### src/rtl/assert_macros.svh
// ----------------------------------------------------------------------------
// assert_macros.svh
// Assertion helper macros for the sorted task queue. Define ASSERT_OFF to
// compile every check away.
// ----------------------------------------------------------------------------
`ifndef ASSERT_MACROS_SVH
`define ASSERT_MACROS_SVH

`ifndef ASSERT_OFF
// Property that must hold at every rising clock edge outside reset.
`define STQ_ASSERT(lbl, clk, rst, prop, msg) \
   lbl: assert property (@(posedge clk) disable iff (rst) prop) else $error(msg);
// Condition that must never be true outside reset.
`define STQ_NEVER(lbl, clk, rst, cond, msg) \
   lbl: assert property (@(posedge clk) disable iff (rst) !(cond)) else $error(msg);
`else
`define STQ_ASSERT(lbl, clk, rst, prop, msg)
`define STQ_NEVER(lbl, clk, rst, cond, msg)
`endif

`endif

### src/rtl/stq_pkg.sv
// ----------------------------------------------------------------------------
// stq_pkg
// Types, codes and helper functions shared by the sorted task queue modules.
// ----------------------------------------------------------------------------
package stq_pkg;

   // Queue geometry.
   localparam int QUEUE_DEPTH = 16;
   localparam int IDX_W       = $clog2(QUEUE_DEPTH);
   localparam int CNT_W       = $clog2(QUEUE_DEPTH + 1);

   // Action codes of an input item.
   localparam logic [1:0] ACT_INSERT  = 2'd0;
   localparam logic [1:0] ACT_EXTRACT = 2'd1;
   localparam logic [1:0] ACT_PEEK    = 2'd2;
   localparam logic [1:0] ACT_NOP     = 2'd3;

   // Status codes of a result item.
   localparam logic [1:0] ST_OK    = 2'd0;
   localparam logic [1:0] ST_EMPTY = 2'd1;
   localparam logic [1:0] ST_FULL  = 2'd2;

   typedef struct packed {
      logic [1:0]  action;
      logic [7:0]  task_id;
      logic [31:0] sort_key;
   } req_item_type;

   typedef struct packed {
      logic [1:0]  status;
      logic [7:0]  head_id;
      logic [31:0] head_key;
      logic [4:0]  entry_count;
   } rsp_item_type;

   // One stored queue entry.
   typedef struct packed {
      logic [7:0]  task_id;
      logic [31:0] sort_key;
   } entry_type;

   // Sequencer status seen by the top level.
   typedef struct packed {
      logic             busy;
      logic [CNT_W-1:0] count;
   } stq_status_type;

   // Key a beats key b: larger in mode 0, smaller in mode 1.
   function automatic logic beats(input logic mode, input logic [31:0] a,
                                  input logic [31:0] b);
      beats = mode ? (a < b) : (a > b);
   endfunction

   // Physical slot of logical position pos in the ring that starts at head.
   function automatic logic [IDX_W-1:0] slot_addr(input logic [IDX_W-1:0] head,
                                                  input logic [CNT_W-1:0] pos);
      logic [CNT_W:0] sum;
      sum = {{(CNT_W + 1 - IDX_W){1'b0}}, head} + {1'b0, pos};
      if (sum >= (CNT_W + 1)'(QUEUE_DEPTH)) begin
         sum = sum - (CNT_W + 1)'(QUEUE_DEPTH);
      end
      slot_addr = sum[IDX_W-1:0];
   endfunction

endpackage

### src/rtl/stq_ram.sv
// ----------------------------------------------------------------------------
// stq_ram
// Generic simple dual-port RAM: one write port, one read port, registered
// read data.
// ----------------------------------------------------------------------------
module stq_ram #(
   parameter int WIDTH = 8,
   parameter int DEPTH = 16
) (
   input  logic                     clock,
   input  logic                     wr_en,
   input  logic [$clog2(DEPTH)-1:0] wr_addr,
   input  logic [WIDTH-1:0]         wr_data,
   input  logic [$clog2(DEPTH)-1:0] rd_addr,
   output logic [WIDTH-1:0]         rd_data
);

   logic [WIDTH-1:0] mem [DEPTH];
   logic [WIDTH-1:0] rd_data_ff;

   // Write port and registered read port.
   always_ff @(posedge clock) begin
      if (wr_en) begin
         mem[wr_addr] <= wr_data;
      end
      rd_data_ff <= mem[rd_addr];
   end

   assign rd_data = rd_data_ff;

endmodule

### src/rtl/stq_seq.sv
// ----------------------------------------------------------------------------
// stq_seq
// Operation sequencer: keeps the ring head and fill count, scans the entry
// memory for the insert position, shifts entries and builds result items.
// ----------------------------------------------------------------------------
module stq_seq (
   input  logic                    clock,
   input  logic                    reset,
   input  logic                    start,
   input  stq_pkg::req_item_type   req_item,
   input  logic                    order_mode,
   output logic                    rsp_valid,
   output stq_pkg::rsp_item_type   rsp_item,
   output stq_pkg::stq_status_type status,
   output logic                    ram_wr_en,
   output logic [stq_pkg::IDX_W-1:0] ram_wr_addr,
   output stq_pkg::entry_type      ram_wr_data,
   output logic [stq_pkg::IDX_W-1:0] ram_rd_addr,
   input  stq_pkg::entry_type      ram_rd_data
);
   import stq_pkg::*;

   localparam logic [2:0] S_IDLE  = 3'd0;
   localparam logic [2:0] S_HEAD  = 3'd1;
   localparam logic [2:0] S_SCAN  = 3'd2;
   localparam logic [2:0] S_SHIFT = 3'd3;
   localparam logic [2:0] S_PLACE = 3'd4;

   logic [2:0]       state_ff, state_in;
   logic [1:0]       act_ff, act_in;
   entry_type        new_ff, new_in;
   logic [IDX_W-1:0] head_ff, head_in;
   logic [CNT_W-1:0] count_ff, count_in;
   logic [CNT_W-1:0] rd_pos_ff, rd_pos_in;
   logic [CNT_W-1:0] ins_pos_ff, ins_pos_in;
   logic             rsp_valid_ff, rsp_valid_in;
   rsp_item_type     rsp_ff, rsp_in;

   logic [CNT_W-1:0] rd_lpos;
   logic [CNT_W-1:0] nxt_pos;
   logic             scan_on;
   logic             full;

   assign full    = (count_ff == CNT_W'(QUEUE_DEPTH));
   assign nxt_pos = rd_pos_ff + CNT_W'(1);

   // Keep scanning while the entry just read ranks ahead of the new one.
   // The head is passed over unless the new entry strictly beats it.
   assign scan_on = (rd_pos_ff == '0) ? !beats(order_mode, new_ff.sort_key,
                                               ram_rd_data.sort_key)
                                      : beats(order_mode, ram_rd_data.sort_key,
                                              new_ff.sort_key);

   // Next-state and memory access logic.
   always_comb begin
      state_in     = state_ff;
      act_in       = act_ff;
      new_in       = new_ff;
      head_in      = head_ff;
      count_in     = count_ff;
      rd_pos_in    = rd_pos_ff;
      ins_pos_in   = ins_pos_ff;
      rsp_valid_in = 1'b0;
      rsp_in       = rsp_ff;
      rd_lpos      = '0;
      ram_wr_en    = 1'b0;
      ram_wr_addr  = slot_addr(head_ff, ins_pos_ff);
      ram_wr_data  = new_ff;

      unique case (state_ff)
         S_IDLE: begin
            if (start) begin
               act_in               = req_item.action;
               new_in.task_id       = req_item.task_id;
               new_in.sort_key      = req_item.sort_key;
               rsp_in.status        = ST_OK;
               rsp_in.head_id       = '0;
               rsp_in.head_key      = '0;
               rsp_in.entry_count   = 5'(count_ff);
               unique case (req_item.action)
                  ACT_INSERT: begin
                     if (full) begin
                        rsp_valid_in  = 1'b1;
                        rsp_in.status = ST_FULL;
                     end else if (count_ff == '0) begin
                        // Empty queue: the item becomes the head at once.
                        ram_wr_en          = 1'b1;
                        ram_wr_addr        = head_ff;
                        ram_wr_data.task_id  = req_item.task_id;
                        ram_wr_data.sort_key = req_item.sort_key;
                        count_in           = count_ff + CNT_W'(1);
                        rsp_valid_in       = 1'b1;
                        rsp_in.entry_count = 5'(count_ff + CNT_W'(1));
                     end else begin
                        rd_pos_in = '0;
                        state_in  = S_SCAN;
                     end
                  end
                  ACT_EXTRACT, ACT_PEEK: begin
                     if (count_ff == '0) begin
                        rsp_valid_in  = 1'b1;
                        rsp_in.status = ST_EMPTY;
                     end else begin
                        state_in = S_HEAD;
                     end
                  end
                  default: begin
                     rsp_valid_in = 1'b1;
                  end
               endcase
            end
         end

         S_HEAD: begin
            rsp_valid_in       = 1'b1;
            rsp_in.head_id     = ram_rd_data.task_id;
            rsp_in.head_key    = ram_rd_data.sort_key;
            if (act_ff == ACT_EXTRACT) begin
               head_in            = slot_addr(head_ff, CNT_W'(1));
               count_in           = count_ff - CNT_W'(1);
               rsp_in.entry_count = 5'(count_ff - CNT_W'(1));
            end
            state_in = S_IDLE;
         end

         S_SCAN: begin
            if (scan_on && (nxt_pos < count_ff)) begin
               rd_lpos   = nxt_pos;
               rd_pos_in = nxt_pos;
            end else begin
               ins_pos_in = scan_on ? nxt_pos : rd_pos_ff;
               if ((scan_on ? nxt_pos : rd_pos_ff) == count_ff) begin
                  state_in = S_PLACE;
               end else begin
                  // Shift the tail back by one, last entry first.
                  rd_lpos   = count_ff - CNT_W'(1);
                  rd_pos_in = count_ff - CNT_W'(1);
                  state_in  = S_SHIFT;
               end
            end
         end

         S_SHIFT: begin
            ram_wr_en   = 1'b1;
            ram_wr_addr = slot_addr(head_ff, nxt_pos);
            ram_wr_data = ram_rd_data;
            if (rd_pos_ff == ins_pos_ff) begin
               state_in = S_PLACE;
            end else begin
               rd_lpos   = rd_pos_ff - CNT_W'(1);
               rd_pos_in = rd_pos_ff - CNT_W'(1);
            end
         end

         S_PLACE: begin
            ram_wr_en          = 1'b1;
            count_in           = count_ff + CNT_W'(1);
            rsp_valid_in       = 1'b1;
            rsp_in.entry_count = 5'(count_ff + CNT_W'(1));
            state_in           = S_IDLE;
         end

         default: begin
            state_in = S_IDLE;
         end
      endcase
   end

   assign ram_rd_addr = slot_addr(head_ff, rd_lpos);

   // Control registers.
   always_ff @(posedge clock) begin
      if (reset) begin
         state_ff     <= S_IDLE;
         head_ff      <= '0;
         count_ff     <= '0;
         rsp_valid_ff <= 1'b0;
      end else begin
         state_ff     <= state_in;
         head_ff      <= head_in;
         count_ff     <= count_in;
         rsp_valid_ff <= rsp_valid_in;
      end
   end

   // Payload registers.
   always_ff @(posedge clock) begin
      act_ff     <= act_in;
      new_ff     <= new_in;
      rd_pos_ff  <= rd_pos_in;
      ins_pos_ff <= ins_pos_in;
      rsp_ff     <= rsp_in;
   end

   assign rsp_valid    = rsp_valid_ff;
   assign rsp_item     = rsp_ff;
   assign status.busy  = (state_ff != S_IDLE);
   assign status.count = count_ff;

endmodule

### src/rtl/sorted_task_queue.sv
// ----------------------------------------------------------------------------
// sorted_task_queue
// Bounded queue of task entries kept sorted by the order mode register.
// Nop, full insert, empty extract/peek and insert into an empty queue answer
// in the cycle after acceptance with busy staying low; extract and peek first
// read the head. Other inserts scan for the insert position, shift the tail
// and place the item; one item at a time, no result stall.
// Synchronous reset empties the queue and sets order mode to 0.
// ----------------------------------------------------------------------------
`include "assert_macros.svh"

module sorted_task_queue (
   input  logic                  clock,
   input  logic                  reset,
   input  logic                  start,
   output logic                  busy,
   input  stq_pkg::req_item_type req_item,
   output logic                  rsp_valid,
   output stq_pkg::rsp_item_type rsp_item,
   input  logic                  csr_we,
   input  logic                  csr_wdata
);
   import stq_pkg::*;

   logic             order_mode_ff, order_mode_in;
   stq_status_type   seq_status;
   logic             ram_wr_en;
   logic [IDX_W-1:0] ram_wr_addr;
   logic [IDX_W-1:0] ram_rd_addr;
   entry_type        ram_wr_data;
   entry_type        ram_rd_data;
   logic             accept;

   assign accept = start && !busy;

   // Order mode register.
   assign order_mode_in = csr_we ? csr_wdata : order_mode_ff;

   always_ff @(posedge clock) begin
      if (reset) begin
         order_mode_ff <= 1'b0;
      end else begin
         order_mode_ff <= order_mode_in;
      end
   end

   // Sequencer.
   stq_seq u_seq (
      .clock       (clock),
      .reset       (reset),
      .start       (accept),
      .req_item    (req_item),
      .order_mode  (order_mode_ff),
      .rsp_valid   (rsp_valid),
      .rsp_item    (rsp_item),
      .status      (seq_status),
      .ram_wr_en   (ram_wr_en),
      .ram_wr_addr (ram_wr_addr),
      .ram_wr_data (ram_wr_data),
      .ram_rd_addr (ram_rd_addr),
      .ram_rd_data (ram_rd_data)
   );

   // Entry memory, one ring slot per entry.
   stq_ram #(
      .WIDTH ($bits(entry_type)),
      .DEPTH (QUEUE_DEPTH)
   ) u_ram (
      .clock   (clock),
      .wr_en   (ram_wr_en),
      .wr_addr (ram_wr_addr),
      .wr_data (ram_wr_data),
      .rd_addr (ram_rd_addr),
      .rd_data (ram_rd_data)
   );

   assign busy = seq_status.busy;

   // An accepted item either answers in the next cycle or keeps the block busy.
   `STQ_ASSERT(a_accept_progress, clock, reset,
               accept |=> (rsp_valid || busy), "item lost")
   // Leaving a multi-cycle operation always delivers its result.
   `STQ_ASSERT(a_done_responds, clock, reset, $fell(busy) |-> rsp_valid, "missing result")
   // A full status only comes from a queue that is really full.
   `STQ_ASSERT(a_full_count, clock, reset,
               (rsp_valid && rsp_item.status == ST_FULL) |->
               (seq_status.count == CNT_W'(QUEUE_DEPTH)), "bad full status")
   // The fill count never exceeds the queue depth.
   `STQ_NEVER(a_count_range, clock, reset,
              seq_status.count > CNT_W'(QUEUE_DEPTH), "count overflow")

endmodule

### config.mk
export PLATFORM = sky130hd
export DESIGN_NAME = sorted_task_queue
export DESIGN_NICKNAME = d
export VERILOG_FILES = /design/src/rtl/stq_pkg.sv /design/src/rtl/stq_ram.sv /design/src/rtl/stq_seq.sv /design/src/rtl/sorted_task_queue.sv
export VERILOG_INCLUDE_DIRS = /design/src /design/src/rtl
export SDC_FILE = /design/constraint.sdc
export NUM_CORES = 1
export LEC_CHECK = 0
export BUFFER_PORTS_ARGS = -buffer_cell sky130_fd_sc_hd__buf_2
export CORE_MARGIN = 2
export CORE_UTILIZATION = 45
export DETAILED_ROUTE_END_ITERATION = 16
export RECOVER_POWER = 100
export SYNTH_ARGS = -nofsm -noshare
export SYNTH_HDL_FRONTEND = slang
export SYNTH_SLANG_ARGS = --single-unit
### constraint.sdc
create_clock -name clock -period 12 [get_ports clock]
set_input_delay 1.2 -clock clock [delete_from_list [all_inputs] [get_ports clock]]
set_output_delay 1.2 -clock clock [all_outputs]
set_load 0.01 [all_outputs]
==> results.md <==
- The run finished, with violations left.
- The final reports fail on max-capacitance violations, max-slew violations.
- The global placement routability congestion is 0.826.
- After clock tree synthesis, the setup repair step added 0 buffers.
- At the end of the flow, the number of nets in the layout was 1931.
- The DRC marker count from the first detailed-route iteration is 1648.
- The remaining antenna violation count is 0.
- For flop-to-flop paths, the worst setup slack is 2.76 ns.
- The count of pins over their slew limit is 426.
- Ranked by total cell area, the synthesized netlist is headed by sky130_fd_sc_hd__edfxtp_1 (69%), sky130_fd_sc_hd__mux4_2 (11%), sky130_fd_sc_hd__mux2i_1 (3.8%).
- The analysis attributes to cell leakage a power of 12.2 nW.
- TritonCTS built the clock tree.
- Averaged over all synthesized cells, the footprint is 18.8 um2.
- Setup repair after global routing left no endpoint under its margin.
- The commonest cells after synthesis are sky130_fd_sc_hd__edfxtp_1 (739), sky130_fd_sc_hd__mux4_2 (160), sky130_fd_sc_hd__mux2i_1 (123).
- The leading cell type by number of instances after synthesis is sky130_fd_sc_hd__edfxtp_1.
- The count of fill cells added during filler insertion is 5712.
- The startpoint of the most critical register-to-register path is u_seq.count_ff[0].
- The number of global-route vias before repair is 16700.
- The largest buffer count on any clock path is 3.
- The routed length per instance is 27.3 um.
- The height of the chip is 271 um.
- The I/O pin count is 96.
- The worst setup path is launched from a flip-flop.
- At the later pin of the worst-skew pair, clock insertion delay measures 0.63 ns.
- Wires add up to 77500 um.
- The final period utilization is 0.770.
- Of the total power, registers draw 0.488.
- Of the total power, the clock network draws 0.361.
- Global routing finished with a remaining overflow of 0.
- Of the total power, the share spent switching nets is 0.254.
- The critical path in this run is classified as reg2reg.
- The die is 271 um wide.
- The number of max-cap violations is 12.
- The starting density of the core is 0.456.
- In the synthesized netlist the async set-or-reset flop fraction comes to 0.
- The top flip-flop cell by instance count after synthesis is sky130_fd_sc_hd__edfxtp_1.
- The area occupied by multi-input gates is 8200 um2.
- The launch instance of the worst min-delay path is u_ram.rd_data[35].
- The worst-case hold path end point is u_seq.rsp_item[40].
- The pre-CTS setup slack is 5.28 ns.
- The row count is 97.
- Of all nets on the critical path, the largest fanout is 40.
- The core box area is 70300 um2.
- The library cell occupying the most area in the post-synthesis netlist is sky130_fd_sc_hd__edfxtp_1.
- Detailed placement ended at an HPWL of 39200 um.
- The placed standard-cell area is 33600 um2.
- The setup slack after layout is 2.76 ns.
- The gate count after technology mapping is 1702.
- Counting every sink on the clock net gives 793.
- In this run, synthesis produced a sequential element count of 793.
- The net count after synthesis is 1805.
- After routing the design area is 36000 um2.
- The power per cell area is 190 nW/um2.
- The critical path arrival is 9.37 ns.
- The final route contains 16400 vias.
- The total iterations of the first detailed-routing run is 5.
- For the pin with the worst max-slew slack, the measured transition is 4.18 ns.
- During synthesis, Yosys emitted a total of 0 warnings.
- The depth of the worst hold-timing path is 1.
- The global-route wire length before repair is 113000 um.
- Entering global routing, the biggest net connects 89 pins.
- The sequential-to-total area share from yosys stat is 0.727.
- The remaining max-slew budget at the tightest pin is -1.79.
- Across the VDD grid, the largest voltage drop is 0.0995 mV.
- The synthesized design contains 739 enable-type register cells.
- The fraction of final layout cells with drive strength greater than 1 is 0.169.
- The fraction of power consumed by combinational cells is 0.151.
- The achievable clock frequency is 108 MHz.
- The count of cells along the worst register-to-register path is 10.
- For this design the total switching power over the nets is 1.74 mW.
- CTS placed an instance of sky130_fd_sc_hd__clkbuf_16 at the clock tree root.
- For the final routed database, the setup TNS stands at 0 ns.
- The number of vias per cell is 5.78.
- The post-synthesis to final-layout area growth is 12.4%.
- The clock period could shrink to 9.24 ns.
- For this run, the total global-route usage over all layers was measured as 0.212.
- The number of distinct library cells after synthesis is 62.
- The capture point of the worst reg-to-reg path is u_ram.mem[3][32].
- TritonCTS created 80 clock buffers.
- The worst hold path belongs to the class reg2reg.
- In this run, post-CTS hold repair placed 0 buffers.
- The area occupied by registers is 23300 um2.
- The cell area that synthesis handed to floorplanning was 32000 um2.
- The clock-pin slew on the worst setup and hold paths is 0.06 ns.
- Buffers placed on the I/O ports in this run total 95.
- Setup violations remaining at the end of the flow were counted as 0.
- The number of remaining DRC errors is 0.
- The depth of the CTS H-tree is 3.
- The final number of hold-violating endpoints is 0.
- For the worst setup path, the data required time is 12.13 ns.
- The count of cells resized by post-cts repair is 0.
- The worst-case clock skew is 0.0205 ns.
- The worst setup path is captured at a flip-flop.
- The initial antenna violation count is 4.
- The die covers 73300 um2.
- The internal cell power is 5.11 mW.
- The area share of the largest cell type after synthesis is 0.693.
==> cells in the final DEF, fill, tap and decap left out, types with 12 or more instances in the layout <==
master	instances
sky130_fd_sc_hd__a21oi_1	30
sky130_fd_sc_hd__a22oi_1	43
sky130_fd_sc_hd__buf_4	18
sky130_fd_sc_hd__clkbuf_1	125
sky130_fd_sc_hd__clkbuf_16	82
sky130_fd_sc_hd__clkinv_1	15
sky130_fd_sc_hd__dfxtp_1	54
sky130_fd_sc_hd__edfxtp_1	739
sky130_fd_sc_hd__ha_1	52
sky130_fd_sc_hd__inv_1	50
sky130_fd_sc_hd__mux2i_1	123
sky130_fd_sc_hd__mux4_2	160
sky130_fd_sc_hd__nand2_1	110
sky130_fd_sc_hd__nand3_1	14
sky130_fd_sc_hd__nor2_1	66
sky130_fd_sc_hd__nor3_1	13
sky130_fd_sc_hd__o21ai_0	13
sky130_fd_sc_hd__xnor2_1	29
sky130_fd_sc_hd__xor2_1	12
==> power groups by stage <==
stage | clock, mW | combinational (mW) | sequential [mW]
floorplan | 0 | 0.734 | 3.38
global placement | 0 | 1.04 | 3.39
detailed placement | 0 | 1.06 | 3.39
CTS | 2.52 | 1.07 | 3.33
global route | 2.63 | 1.14 | 3.35
finish | 2.47 | 1.04 | 3.34
==> worst max-delay path, cell delays in order (launching register included) <==
cell	delay [ns]
sky130_fd_sc_hd__dfxtp_1	0.40
sky130_fd_sc_hd__inv_1	0.20
sky130_fd_sc_hd__ha_1	0.19
sky130_fd_sc_hd__and2_0	0.22
sky130_fd_sc_hd__nand3_1	0.23
sky130_fd_sc_hd__nor2_1	2.39
sky130_fd_sc_hd__clkbuf_1	1.14
sky130_fd_sc_hd__nor2_1	0.27
sky130_fd_sc_hd__a221o_1	0.47
sky130_fd_sc_hd__nor3_1	0.20
sky130_fd_sc_hd__clkbuf_1	2.90
==> final cells by class <==
type                            count  share of cell area
Inverter                           50             0.00521
Sequential cell                   793               0.646
Clock buffer                      111              0.0614
Clock inverter                     37              0.0110
Timing Repair Buffer              124              0.0154
Antenna cell                        1           0.0000695
Multi-Input combinational cell    779               0.228
Tap cell                          940              0.0327
==> state kept, by name (all words and copies together), names as in the netlist <==
register,flops
order_mode_ff,1
u_ram.mem,640
u_ram.rd_data,40
u_seq.act_ff,2
u_seq.count_ff,5
u_seq.head_ff,4
u_seq.ins_pos_ff,5
u_seq.new_ff,40
u_seq.rd_pos_ff,5
u_seq.rsp_item,47
u_seq.rsp_valid,1
u_seq.state_ff,3
==> kinds of logic after synthesis <==
logic type	share of synthesized area
adder cells (fa/ha/maj)	0.0226
AND/OR/NAND/NOR	0.0380
buffers and inverters	0.0198
AO/OA/AOI/OAI	0.0294
flip-flops	0.727
multiplexers	0.151
XOR/XNOR	0.0120
==> metal layers <==
metal | part of all wire | vias to the layer above | GRT usage
li1 | - | 7021 | -
met1 | 0.43 | 8712 | 0.300
met2 | 0.49 | 562 | 0.346
met3 | 0.060 | 103 | 0.0311
met4 | 0.020 | 2 | 0.0596
met5 | 0.00015 | - | 0
==> worst max-delay path by stage <==
stage,startpoint,endpoint,slack (ns),depth (start not counted)
4_1_cts,u_ram.rd_data[29],u_ram.rd_data[20],5.26,18
2_1_floorplan,req_item[40],u_ram.mem[0][0],6.19,8
5_1_grt,u_seq.count_ff[0],u_ram.mem[3][16],2.47,10
3_3_place_gp,u_ram.rd_data[29],u_ram.rd_data[20],5.30,18
3_5_place_dp,u_ram.rd_data[29],u_ram.rd_data[20],5.28,18
6_report,u_seq.count_ff[0],u_ram.mem[3][32],2.76,10
==> through the flow <==
step,total power [mW],cells,hold WS (ns),utilization
floorplan,4.12,1702,0.505,-
global placement,4.43,2686,0.540,0.479
detailed placement,4.45,2686,0.544,0.479
CTS,6.92,2834,0.559,0.516
global route,7.12,2835,0.585,0.512
finish,6.85,2835,0.572,0.512
Note: power is estimated with default switching activity, not from simulation.
